### src/hw/rtl/rpms_pkg.sv
`timescale 1ns / 1ps

package rpms_pkg;

   // tree geometry
   localparam int LEAVES     = 1024;
   localparam int SPAN       = 1 << $clog2(LEAVES);
   localparam int IDX_W      = $clog2(2 * SPAN);
   localparam int DEPTH      = 2 * SPAN;
   localparam int POS_W      = 11;
   localparam int VAL_W      = 30;

   localparam logic [VAL_W:0] MODULUS = 31'd1000000007;

   // reciprocal of the modulus, floor(2^60 / modulus)
   localparam logic [VAL_W:0] BARRETT_MU =
      (VAL_W + 1)'((64'd1 << (2 * VAL_W)) / 64'(MODULUS));

   typedef logic [VAL_W-1:0] val_type;
   typedef logic [POS_W-1:0] pos_type;
   typedef logic [IDX_W-1:0] idx_type;
   typedef logic [IDX_W:0]   bound_type;

   // read address select
   typedef enum logic [1:0] {
      RD_LEFT_CHILD,
      RD_RIGHT_CHILD,
      RD_LOW,
      RD_HIGH_DEC
   } rd_sel_type;

   // multiplier operand select
   typedef enum logic {
      MS_CHILDREN,
      MS_ACC
   } mul_src_type;

   typedef enum logic [3:0] {
      ST_CLEAR,
      ST_IDLE,
      ST_U_WRITE,
      ST_U_RDL,
      ST_U_RDR,
      ST_U_MUL,
      ST_U_WAIT,
      ST_Q_TEST,
      ST_Q_LMUL,
      ST_Q_LWAIT,
      ST_Q_RCHK,
      ST_Q_RMUL,
      ST_Q_RWAIT,
      ST_Q_SHIFT,
      ST_Q_OUT
   } state_type;

   typedef struct packed {
      logic        clr_wr;
      logic        load;
      rd_sel_type  rd_sel;
      logic        cap_opa;
      logic        mul_start;
      mul_src_type mul_src;
      logic        wr_leaf;
      logic        wr_node;
      logic        node_up;
      logic        acc_load;
      logic        l_inc;
      logic        r_dec;
      logic        shift_lr;
      logic        out_load;
   } cmd_type;

   typedef struct packed {
      logic clr_done;
      logic upd_ok;
      logic is_root;
      logic l_lt_r;
      logic l_odd;
      logic r_odd;
      logic mul_done;
   } status_type;

endpackage

### src/hw/rtl/rpms_ctrl.sv
`timescale 1ns / 1ps

module rpms_ctrl (
   input  logic                clock,
   input  logic                reset,
   input  logic                req_valid,
   input  logic                req_op,
   output logic                req_stall,
   output logic                rsp_valid,
   input  logic                rsp_stall,
   output rpms_pkg::cmd_type    cmd,
   input  rpms_pkg::status_type status
);
   import rpms_pkg::*;

   state_type state_ff, state_in;
   logic      rsp_valid_ff, rsp_valid_in;
   logic      accept;

   assign req_stall = (state_ff != ST_IDLE);
   assign accept    = req_valid && !req_stall;

   always_ff @(posedge clock) begin
      if (reset) begin
         state_ff     <= ST_CLEAR;
         rsp_valid_ff <= 1'b0;
      end else begin
         state_ff     <= state_in;
         rsp_valid_ff <= rsp_valid_in;
      end
   end

   // next state and commands
   always_comb begin
      state_in = state_ff;
      cmd      = '0;
      cmd.rd_sel  = RD_LEFT_CHILD;
      cmd.mul_src = MS_CHILDREN;
      unique case (state_ff)
         ST_CLEAR: begin
            cmd.clr_wr = 1'b1;
            if (status.clr_done) begin
               state_in = ST_IDLE;
            end
         end
         ST_IDLE: begin
            if (accept) begin
               cmd.load = 1'b1;
               if (req_op) begin
                  state_in = ST_Q_TEST;
               end else if (status.upd_ok) begin
                  state_in = ST_U_WRITE;
               end
            end
         end
         ST_U_WRITE: begin
            cmd.wr_leaf = 1'b1;
            cmd.node_up = 1'b1;
            state_in    = ST_U_RDL;
         end
         ST_U_RDL: begin
            cmd.rd_sel = RD_LEFT_CHILD;
            state_in   = ST_U_RDR;
         end
         ST_U_RDR: begin
            cmd.rd_sel  = RD_RIGHT_CHILD;
            cmd.cap_opa = 1'b1;
            state_in    = ST_U_MUL;
         end
         ST_U_MUL: begin
            cmd.mul_start = 1'b1;
            cmd.mul_src   = MS_CHILDREN;
            state_in      = ST_U_WAIT;
         end
         ST_U_WAIT: begin
            if (status.mul_done) begin
               cmd.wr_node = 1'b1;
               if (status.is_root) begin
                  state_in = ST_IDLE;
               end else begin
                  cmd.node_up = 1'b1;
                  state_in    = ST_U_RDL;
               end
            end
         end
         ST_Q_TEST: begin
            if (!status.l_lt_r) begin
               state_in = ST_Q_OUT;
            end else if (status.l_odd) begin
               cmd.rd_sel = RD_LOW;
               state_in   = ST_Q_LMUL;
            end else begin
               state_in = ST_Q_RCHK;
            end
         end
         ST_Q_LMUL: begin
            cmd.mul_start = 1'b1;
            cmd.mul_src   = MS_ACC;
            cmd.l_inc     = 1'b1;
            state_in      = ST_Q_LWAIT;
         end
         ST_Q_LWAIT: begin
            if (status.mul_done) begin
               cmd.acc_load = 1'b1;
               state_in     = ST_Q_RCHK;
            end
         end
         ST_Q_RCHK: begin
            if (status.r_odd) begin
               cmd.rd_sel = RD_HIGH_DEC;
               cmd.r_dec  = 1'b1;
               state_in   = ST_Q_RMUL;
            end else begin
               state_in = ST_Q_SHIFT;
            end
         end
         ST_Q_RMUL: begin
            cmd.mul_start = 1'b1;
            cmd.mul_src   = MS_ACC;
            state_in      = ST_Q_RWAIT;
         end
         ST_Q_RWAIT: begin
            if (status.mul_done) begin
               cmd.acc_load = 1'b1;
               state_in     = ST_Q_SHIFT;
            end
         end
         ST_Q_SHIFT: begin
            cmd.shift_lr = 1'b1;
            state_in     = ST_Q_TEST;
         end
         ST_Q_OUT: begin
            if (!(rsp_valid_ff && rsp_stall)) begin
               cmd.out_load = 1'b1;
               state_in     = ST_IDLE;
            end
         end
         default: begin
            state_in = ST_IDLE;
         end
      endcase
   end

   // output word register valid
   assign rsp_valid_in = cmd.out_load || (rsp_valid_ff && rsp_stall);
   assign rsp_valid    = rsp_valid_ff;

endmodule

### config.mk
export PLATFORM = sky130hd
export DESIGN_NAME = rpms_ctrl
export DESIGN_NICKNAME = d
export VERILOG_FILES = /design/src/hw/rtl/rpms_pkg.sv /design/src/hw/rtl/rpms_ctrl.sv
export SDC_FILE = /design/constraint.sdc
export NUM_CORES = 1
export LEC_CHECK = 0
export ABC_AREA = 1
export BUFFER_PORTS_ARGS = -buffer_cell sky130_fd_sc_hd__buf_2
export CAP_MARGIN = 10
export CORE_AREA = 4 4 41 43
export DETAILED_ROUTE_END_ITERATION = 7
export DIE_AREA = 0 0 45 47
export PLACE_DENSITY = 0.76
export SLEW_MARGIN = 20
export SYNTH_ARGS = -nofsm -noshare
export SYNTH_HDL_FRONTEND = slang
export SYNTH_SLANG_ARGS = --single-unit
### constraint.sdc
create_clock -name clock -period 2.3 [get_ports clock]
set_input_delay 0.115 -clock clock [delete_from_list [all_inputs] [get_ports clock]]
set_output_delay 0.115 -clock clock [all_outputs]
set_load 0.01 [all_outputs]
Yosys cells after proc, flatten, opt, wreduce, memory -nomap -nowiden
Index checks and enable logic that the tools add are counted.
{"block": "word_totals", "register_bits": 5, "out_inout_bits": 17, "wordCells": 67, "input_bits": 12}
{"block": "op_classes", "n_reduce_logical": 8, "mux": 35, "eq_ne": 22}
{"operator": "case mux 4 bit (15 select lines)", "n": 1}
{"operator": "2-to-1 mux 4 bit", "n": 9}
{"operator": "== test 4 bit, second input constant", "n": 7}
{"operator": "== test 4 x 3 -> 1 bit, second input constant", "n": 4}
{"operator": "2-to-1 mux 1 bit", "n": 15}
{"operator": "2-to-1 mux 2 bit", "n": 6}
{"operator": "!= test 2 bit, second input constant", "n": 6}
{"operator": "== test 4 x 2 -> 1 bit, second input constant", "n": 2}
{"operator": "AND reduction 7 bit", "n": 1}
{"operator": "case mux 2 bit (3 select lines)", "n": 1}
{"operator": "== test 4 x 1 -> 1 bit, second input constant", "n": 1}
{"operator": "zero test 4 bit", "n": 1}
{"operator": "!= test 4 x 1 -> 1 bit, second input constant", "n": 1}
{"operator": "case mux 2 bit (2 select lines)", "n": 1}
{"operator": "OR reduction 2 bit", "n": 2}
{"operator": "2-to-1 mux 3 bit", "n": 1}
{"operator": "!= test 3 bit, second input constant", "n": 1}
{"operator": "logical AND 1 bit", "n": 2}
{"operator": "case mux 1 bit (2 select lines)", "n": 1}
{"operator": "zero test 1 bit", "n": 1}
{"operator": "logical OR 1 bit", "n": 1}

Longest topological paths before layout
Gate-level depths: netlist (run 1).
{"block": "depth", "word_depth": 5, "ltp_mapped": 9, "mapped_depth_nobuf": 9}

Least setup slack after synthesis (run 1)
Ideal clock, no wire load.
{"block": "synth_timing", "kind": "flip-flop to flip-flop", "start": "reg state_ff[2]", "end": "reg state_ff[1]", "arrival_ps": 1214, "setup_slack_ps": 1016, "synth_period_minus_slack_ps": 1284, "stages_incl_launch_ff": 8, "cell_sequence": "dfxtp_1 inv_1 nand2_1 nor3_1 nor2_1 nand3_1 nand2_1 a21oi_1"}
{"block": "synth_between", "elab_chain_cells": 5, "word_cells_on_any_way": 27}
{"element": "start: declaration", "line_no": "rpms_ctrl.sv:16", "text": "state_type state_ff, state_in;"}
{"element": "start signal: assignment", "line_no": "rpms_ctrl.sv:28", "text": "state_ff <= state_in;"}
{"element": "!= test 4 x 1 -> 1 bit", "line_no": "rpms_ctrl.sv:20", "text": "assign req_stall = (state_ff != ST_IDLE);"}
{"element": "zero test 1 bit", "line_no": "rpms_ctrl.sv:21", "text": "assign accept = req_valid && !req_stall;"}
{"element": "logical AND 1 bit", "line_no": "rpms_ctrl.sv:21"}
{"element": "!= test 2 bit (no line)"}
{"element": "AND reduction 7 bit (no line)"}
Parallel ways exist; a longest one is shown, timed or not.
A chain may end at the register's enable or synchronous reset.

==> metrics, run 1 <==
Fmax achieved=622 MHz; CTS root buffer=clkbuf_4; CP endpoint kind=output port; post-DP HPWL=1320 um; Yosys warning count=0; fin. max-slew vios=0; CTS buffer count=3; post-synth top area share=0.231; die height=47 um; setup TNS=0 ps; DR vias=740; antenna-violating nets left=0; # port buffers=28; Max Fanout on Critical Path=5; vias in the first global route=~660; WL final=1530 um; Initial DRT Pass Iterations=4; Final period util=0.699; share of cells above drive strength 1=0.266; CTS-repair resized insts=0; syn_nets=approximately 120; Setup Crit Path Kind=flop to output port; CP startpoint kind=flop; final cell utilization of the core=0.554; Clk pwr share=0.141; placed cell area=694 um2; total clock sinks=5; Synth area leaders=nand2_1 23%, dfxtp_1 19%, inv_1 13%; power per cell area=between 900 and 1000 nW/um2; RSZ-0062 raised after global routing=no; Initial Utilization=0.412; final hold vios=0; Die W=45 um; 1st-iter DRT viols=24; gr ovfl total=0; # H-tree levels=1; Netlist cell types=13; hold bufs inserted after CTS=0; minimum clock period=about 1600 ps; Cells after Synth=107; post-synthesis register bit count=5; WL per Instance=9.92 um; clk_lat worst skew=240 ps; largest net degree at the start of global routing=8; sw frac=0.528; P_sw=0.369 mW; Setup Buffers After CTS=0; final setup vio count=0; Data arrival, critical path=about 1500 ps; Pleak=0.454 nW; status=finished, final reports clean; clock tree from TritonCTS=done; vias per cell=about 4.8; row cnt=13; area delta synth->final=34.6%; Slew @ Worst Pin=352 ps; relative slew slack=0.764; Tot Pwr=0.700 mW; Clock Path Buffers=2; Min-Delay Path Class=input pin to flop; Int Pwr=approximately 0.33 mW; io pins=29; maxcap violations=0; n_diodes=0; post-synthesis sequential area ratio=0.187; DRC=0; Filler cells=146; maximum vdd drop=~0.00053 V; Final Instance Area=about 720 um2; nets=152; Avg Inst Size Synth=5.00 um2; initial antenna violation count=0; first-pass GRT wire length=2520 um; combinational power share=0.641; skew final=between 3 and 4 ps; setup ws final=693 ps; core box area=between 1000 and 1500 um2; Yosys top cell by area=nand2_1; RePlAce Congestion=0.828; Die ar.=about 2100 um2; CTS clock-pin slew for the worst setup and hold paths=approximately 40 ps; sequential power share=0.218; Worst EP required=2180 ps; synthesized area=536 um2; pre-CTS setup slack=908 ps; Total GRT Usage=0.158
[Yosys cell counts]
cell type  count
a21oi_1        6
nand3b_1       2
nand2_2        2
nand3_1        9
dfxtp_1        5
inv_2          2
nand2_1       33
o21ai_0        5
inv_1         19
nor3_1         2
nor2_1        18
nor2_2         2
o211ai_1       2
[layout by cell type (no fill, tap or decap)]
master / netlist / layout
nor2_2: 2 / 2
inv_1: 19 / 19
nand2_2: 2 / 2
nand3_1: 9 / 9
a21oi_1: 6 / 6
o211ai_1: 2 / 2
o21ai_0: 5 / 5
clkbuf_1: 0 / 1
dfxtp_1: 5 / 5
nor2_1: 18 / 18
nand3b_1: 2 / 2
nor3_1: 2 / 2
buf_2: 0 / 28
clkbuf_4: 0 / 3
nand2_1: 33 / 33
inv_2: 2 / 2
[through the flow]
step,std cells,hold WS [ps]
6_report,154,99.4
3_3_place_gp,150,341
3_5_place_dp,150,346
4_1_cts,154,86.6
2_1_floorplan,107,184
5_1_grt,154,109
[final timing paths]
check | startpoint | depth (start not counted) | slack, ps | endpoint
setup / recovery | state_ff[2] | 6 | 690 | cmd[11]
hold / removal | reset | 2 | 100 | rsp_valid
setup reg to reg | state_ff[0] | 8 | 890 | state_ff[0]
hold reg to reg | rsp_valid | 2 | 490 | rsp_valid
[sequential cells by signal, summed over array words and instances, names as in the netlist]
signal     cells
rsp_valid      1
state_ff       4
[layout make-up]
type | count | area [um2] | share of cell area
inverters | 21 | 78.8 | 0.109
flip-flops and latches | 5 | 100 | 0.139
repair buffers | 28 | 140 | 0.194
clock buffers | 4 | 26.3 | 0.0365
multi-input cells | 81 | 357 | 0.495
well taps | 15 | 18.8 | 0.0260
[kinds of logic after synthesis]
family / count (synthesis) / share of synthesized area
AO/OA/AOI/OAI: 13 / 0.131
buffers and inverters: 21 / 0.147
flip-flops: 5 / 0.187
AND/OR/NAND/NOR: 68 / 0.535
[per-layer routing]
metal,global-route usage,wire (um)
met5,0,0
met4,0.0702,0
met3,0.0153,114
met2,0.277,730
met1,0.196,682
[critical path: stages, from the launching register on]
cell	delay [ps]
dfxtp_1	340
inv_1	120
nand2_1	130
nor3_1	350
inv_1	90
o21ai_0	80
buf_2	150
[power groups by stage]
stage               combinational, mW  sequential, mW  clock [mW]
floorplan                       0.322           0.143           0
CTS                             0.450           0.152       0.105
global route                    0.516           0.159       0.107
global placement                0.445           0.151           0
detailed placement              0.448           0.154           0
finish                          0.448           0.153      0.0989
Note: power is estimated with default switching activity, not from simulation.
==> run 2, diff against run 1 <==
- clock period: 2.3 -> 1.64 ns (I/O delays scaled with it)
==> run 2 against run 1 <==
Via count shrank 0.81%. Utilization increased by 0.67 points. Routed wire length did not move. Critical path type unchanged. Highest routed layer unchanged.
==> metrics, run 2 (synthesis results as in run 1) <==
# port buffers=28 (unchanged); Slew @ Worst Pin=289 ps (-63.2 ps); worst path bufs/invs=2 (-1); CP max stage delay=480 ps (+130 ps); maximum vdd drop=0.000770 V (+46%); CTS buffer count=3 (unchanged); Final period util=0.897; hold bufs inserted after CTS=0 (unchanged); die height=47 um (unchanged); Largest register FFs=4 (unchanged); status=finished, final reports clean; fin. max-slew vios=0 (unchanged); met2 Track Usage GR=0.271 (-0.00565); WL final=1530 um (unchanged); hold depth=2 (unchanged); 1st-iter DRT viols=18 (-25%); reg2reg setup slack=220 ps (-670 ps); DR vias=734 (-0.81%); R2R cell count=8 (unchanged); commonest non-fill, non-tap cell in the layout=nand2_1; Critical R2R Launch=state_ff[0]; most frequent cells in the layout=33 x nand2_1, 28 x buf_2, 19 x inv_1; Data arrival, critical path=1390 ps (-100 ps); final setup vio count=0 (unchanged); row cnt=13 (unchanged); total clock sinks=5 (unchanged); first-pass GRT wire length=2500 um (-0.83%); met1 GRT Util=0.198 (+0.00183); clk_lat worst skew=240 ps (about the same); CP dominant cell by count=nor2_1; clock tree from TritonCTS=done; gr ovfl total=0 (unchanged); Initial DRT Pass Iterations=4 (unchanged); Filler cells=152 (+4.1%); CP startpoint kind=flop; power per cell area=1350 nW/um2 (+39%); gr busiest metal=met2; Setup Crit Path Kind=flop to output port; Final Instance Area=729 um2 (+1.2%); largest net degree at the start of global routing=8 (unchanged); area delta synth->final=36.2%; post-DP HPWL=1290 um (-2.0%); final hold vios=0 (unchanged); core box area=1300 um2 (unchanged); Initial Utilization=0.412 (unchanged); io pins=29 (unchanged); DRC=0 (unchanged); share of cells above drive strength 1=0.288 (+0.0216); WL per Instance=9.92 um (unchanged); Crit-path slowest cell=dfxtp_1; Biggest register=state_ff; crit path cell chain=nand2_2 > nor2_1 > inv_1 > nor2_1 > buf_2; CTS clock-pin slew for the worst setup and hold paths=40 ps (about the same); Max Fanout on Critical Path=7 (+2); Min-Delay Path Class=input pin to flop; CTS root buffer=clkbuf_4; CP startpoint=state_ff[0]; Pleak=0.455 nW (+0.23%); minimum clock period=1470 ps; relative slew slack=0.807 (+0.0437); placed cell area=694 um2 (unchanged); Die ar.=2120 um2 (unchanged); Top delay family on crit path=flip-flops; skew final=2.89 ps (-0.287 ps); Die W=45 um (unchanged); Clock Path Buffers=2 (unchanged); Total GRT Usage=0.156 (-0.00170); vias in the first global route=639 (-3.0%); nets=152 (unchanged); Worst EP required=1560 ps (-620 ps); maxcap violations=0 (unchanged); HP Start=reset; # H-tree levels=1 (unchanged); met3 global-route usage=0.0115 (-0.00383); Reg-to-Reg End=state_ff[1]; antenna-violating nets left=0 (unchanged); Fmax achieved=around 680 MHz; RePlAce Congestion=0.836 (+0.89%); RSZ-0062 raised after global routing=no; n_diodes=0 (unchanged); hold path endpoint=rsp_valid; initial antenna violation count=0 (unchanged); setup TNS=0 ps (unchanged); vias per cell=4.77 (-0.81%); CP endpoint kind=output port; Setup Buffers After CTS=0 (unchanged)
run 2: area by class of cell:
type                       instances  area [um2]  area share
multi-input combinational         81         364       0.499
tap                               15        18.8      0.0257
sequential                         5         101       0.139
timing repair buffer              28         140       0.192
clock buffer                       4        26.3      0.0360
inverter                          21        78.8       0.108
run 2: worst max path at each step:
stage | slack, ps | cells past startpoint | to
2_1_floorplan | 360 | 7 | state_ff[1]
3_3_place_gp | 280 | 8 | state_ff[0]
3_5_place_dp | 250 | 8 | state_ff[1]
4_1_cts | 80 | 6 | cmd[11]
5_1_grt | 10 | 5 | cmd[12]
6_report | 170 | 5 | cmd[13]
run 2: what timing repair did:
item                                    4_1_cts  5_1_grt
endpoints found under the setup margin        0        4
resized for setup                             0        3
hold endpoints to repair                      0        0
run 2: metal layers:
| layer | up-vias | share of wire |
|---|---|---|
| li1 | 399 | - |
| met1 | 313 | 0.45 |
| met2 | 22 | 0.48 |
| met3 | 0 | 0.068 |
| met4 | 0 | 0 |
| met5 | - | 0 |
run 2: where the power goes:
part           internal, mW  total (mW)  switching (mW)
logic                 0.220       0.629           0.409
clock network        0.0916       0.137          0.0452
registers             0.158       0.222          0.0634
run 2: per-stage QoR:
| step | worst slack (ps) | instances | hold WS [ps] | power, mW | util |
|---|---|---|---|---|---|
| 6_report | 169 | 154 | 59.0 | 0.988 | 0.561 |
| 5_1_grt | 10.8 | 154 | 74.6 | 1.11 | 0.561 |
| 4_1_cts | 77.8 | 154 | 50.3 | 0.990 | 0.554 |
| 3_5_place_dp | 255 | 150 | 310 | 0.840 | 0.534 |
| 3_3_place_gp | 280 | 150 | 308 | 0.835 | 0.534 |
| 2_1_floorplan | 356 | 107 | 151 | 0.653 | - |
==> run 3, diff against run 2 <==
- BUFFER_PORTS_ARGS: -buffer_cell sky130_fd_sc_hd__buf_2 -> -buffer_cell sky130_fd_sc_hd__buf_4
- CORE_AREA: 4 4 41 43 -> unset
- CORE_MARGIN: unset -> 4
- CORE_UTILIZATION: unset -> 38
- DIE_AREA: 0 0 45 47 -> unset
- PLACE_DENSITY: 0.76 -> 0.75
- RECOVER_POWER: unset -> 50
- clock period: 1.64 -> 1.3 ns (I/O delays scaled with it)
==> run 3 against run 2 <==
The run now ends with setup timing left. Routed wire length increased by 58%. Register-to-register slack got worse by 270 ps. Clock skew is essentially flat. Total power grew 110%. Via count grew 25%. Sequential cell count stayed put. Largest cell class unchanged.
==> metrics, run 3 (synthesis results as in run 1) <==
status=finished, violations left; failing checks=setup timing; maximum vdd drop=0.00156 V (+100%); Clk pwr share=0.083 (-0.056); Crit-path slowest cell=dfxtp_4; skew final=2.64 ps (-0.252 ps); share of cells above drive strength 1=0.624 (+0.336); CTS buffer count=3 (unchanged); CP startpoint kind=flop; Top delay family on crit path=flip-flops; post-DP HPWL=1450 um (+12%); largest net degree at the start of global routing=8 (unchanged); first-pass GRT wire length=3250 um (+30%); WL final=2410 um (+58%); Final Instance Area=1140 um2 (+57%); Die ar.=2070 um2 (-1.9%); Tot Pwr=2.11 mW (+110%); Int Pwr=1.05 mW (+120%); DR vias=918 (+25%); core box area=1320 um2 (+1.2%); area delta synth->final=114%; CTS root buffer=clkbuf_4; # port buffers=28 (unchanged); Largest register FFs=4 (unchanged); Min-Delay Path Class=input pin to flop; crit path cell chain=inv_4 > nor2_4 > nand3b_1 > o21ai_2 > buf_4; Slew @ Worst Pin=249 ps (-39.5 ps); 1st-iter DRT viols=25 (+7); CTS clock-pin slew for the worst setup and hold paths=40 ps (about the same); initial antenna violation count=0 (unchanged); setup ws final=-81.3 ps (-250 ps); Initial DRT Pass Iterations=4 (unchanged); vias per cell=5.34 (+12%); final hold vios=0 (unchanged); power per cell area=1850 nW/um2 (+36%); Initial Utilization=0.406 (-0.00508); final setup vio count=9 (+9); P_sw=1.06 mW (+110%); fin. max-slew vios=0 (unchanged); WL per Instance=14.0 um (+41%); antenna-violating nets left=0 (unchanged); final cell utilization of the core=0.869 (+0.308); row cnt=13 (unchanged); Fmax achieved=724 MHz; sw frac=0.503 (-0.0209); combinational power share=0.750 (+0.113); WHS=21.6 ps (-37.4 ps); sequential power share=0.167 (-0.057); gr ovfl total=0 (unchanged); Max Fanout on Critical Path=6 (-1); maxcap violations=0 (unchanged); die height=45.5 um (-3.1%); Die W=45.5 um (+1.2%); RePlAce Congestion=0.859 (+2.8%); Pleak=0.608 nW (+34%); Final period util=1.06; non-filler instance count after layout=172 (+12%); worst path bufs/invs=2 (unchanged); io pins=29 (unchanged); relative slew slack=0.834 (+0.0264); DRC=0 (unchanged); RSZ-0062 raised after global routing=yes; Worst EP required=1240 ps (-320 ps); n_diodes=0 (unchanged); total clock sinks=5 (unchanged); most frequent cells in the layout=37 x buf_4, 19 x nand2_1, 12 x inv_1; placed cell count=158 (+5.3%); clk_lat worst skew=240 ps (about the same); hold bufs inserted after CTS=0 (unchanged); Total GRT Usage=0.210 (+0.0534); Data arrival, critical path=1320 ps (-70 ps); Clock Path Buffers=2 (unchanged); Biggest register=state_ff; CP max stage delay=400 ps (-80 ps); nets=170 (+12%); clock tree from TritonCTS=done; # H-tree levels=1 (unchanged); vias in the first global route=822 (+29%); pre-CTS setup slack=-47.6 ps (-303 ps); commonest non-fill, non-tap cell in the layout=buf_4; placed cell area=825 um2 (+19%); setup TNS=-343 ps (-343 ps); Setup Crit Path Kind=flop to output port; CP endpoint kind=output port; minimum clock period=1380 ps
run 3: routing by layer:
metal	vias up	GRT usage	wire length (um)
met4	0	0.0702	104
met5	-	0	0
li1	432	-	-
met2	49	0.404	1170
met3	14	0.0356	155
met1	423	0.223	976
run 3: cell type report:
type                    instances  area (um2)
inverters                      21        93.8
clock buffers                   3        22.5
flip-flops and latches          5         115
well taps                      15        18.8
fillers                        68         173
clock inverters                 1        5.00
multi-input cells              81         518
repair buffers                 46         372
run 3: timing repair:
| action | CTS | global route |
|---|---|---|
| buffers inserted | 5 | 5 |
| resized for setup | 36 | 40 |
| endpoints found under the setup margin | 18 | 16 |
| pin swaps | 5 | 12 |
run 3: power by group through the flow:
stage | Sequential (mW) | Combinational [mW] | Clock, mW
global placement | 0.260 | 0.978 | 0
global route | 0.365 | 1.69 | 0.201
CTS | 0.324 | 1.18 | 0.184
finish | 0.352 | 1.58 | 0.175
detailed placement | 0.267 | 0.991 | 0
floorplan | 0.254 | 0.570 | 0
run 3: worst register-to-register path, stage by stage, from the launching register on:
cell     delay (ps)
dfxtp_4         380
buf_6           130
nor2_2          170
nand3_1         150
nand2_1         100
nor2_2           40
nand2_2         100
nand2_1          80
a21oi_2         130
run 3: final timing paths:
check,start,to,slack (ps),cells after the start
worst max-delay path,state_ff[1],cmd[5],-80,5
worst min-delay path,reset,state_ff[2],20,2
worst max register to register,state_ff[1],state_ff[1],-50,8
worst min register to register,rsp_valid,rsp_valid,490,2
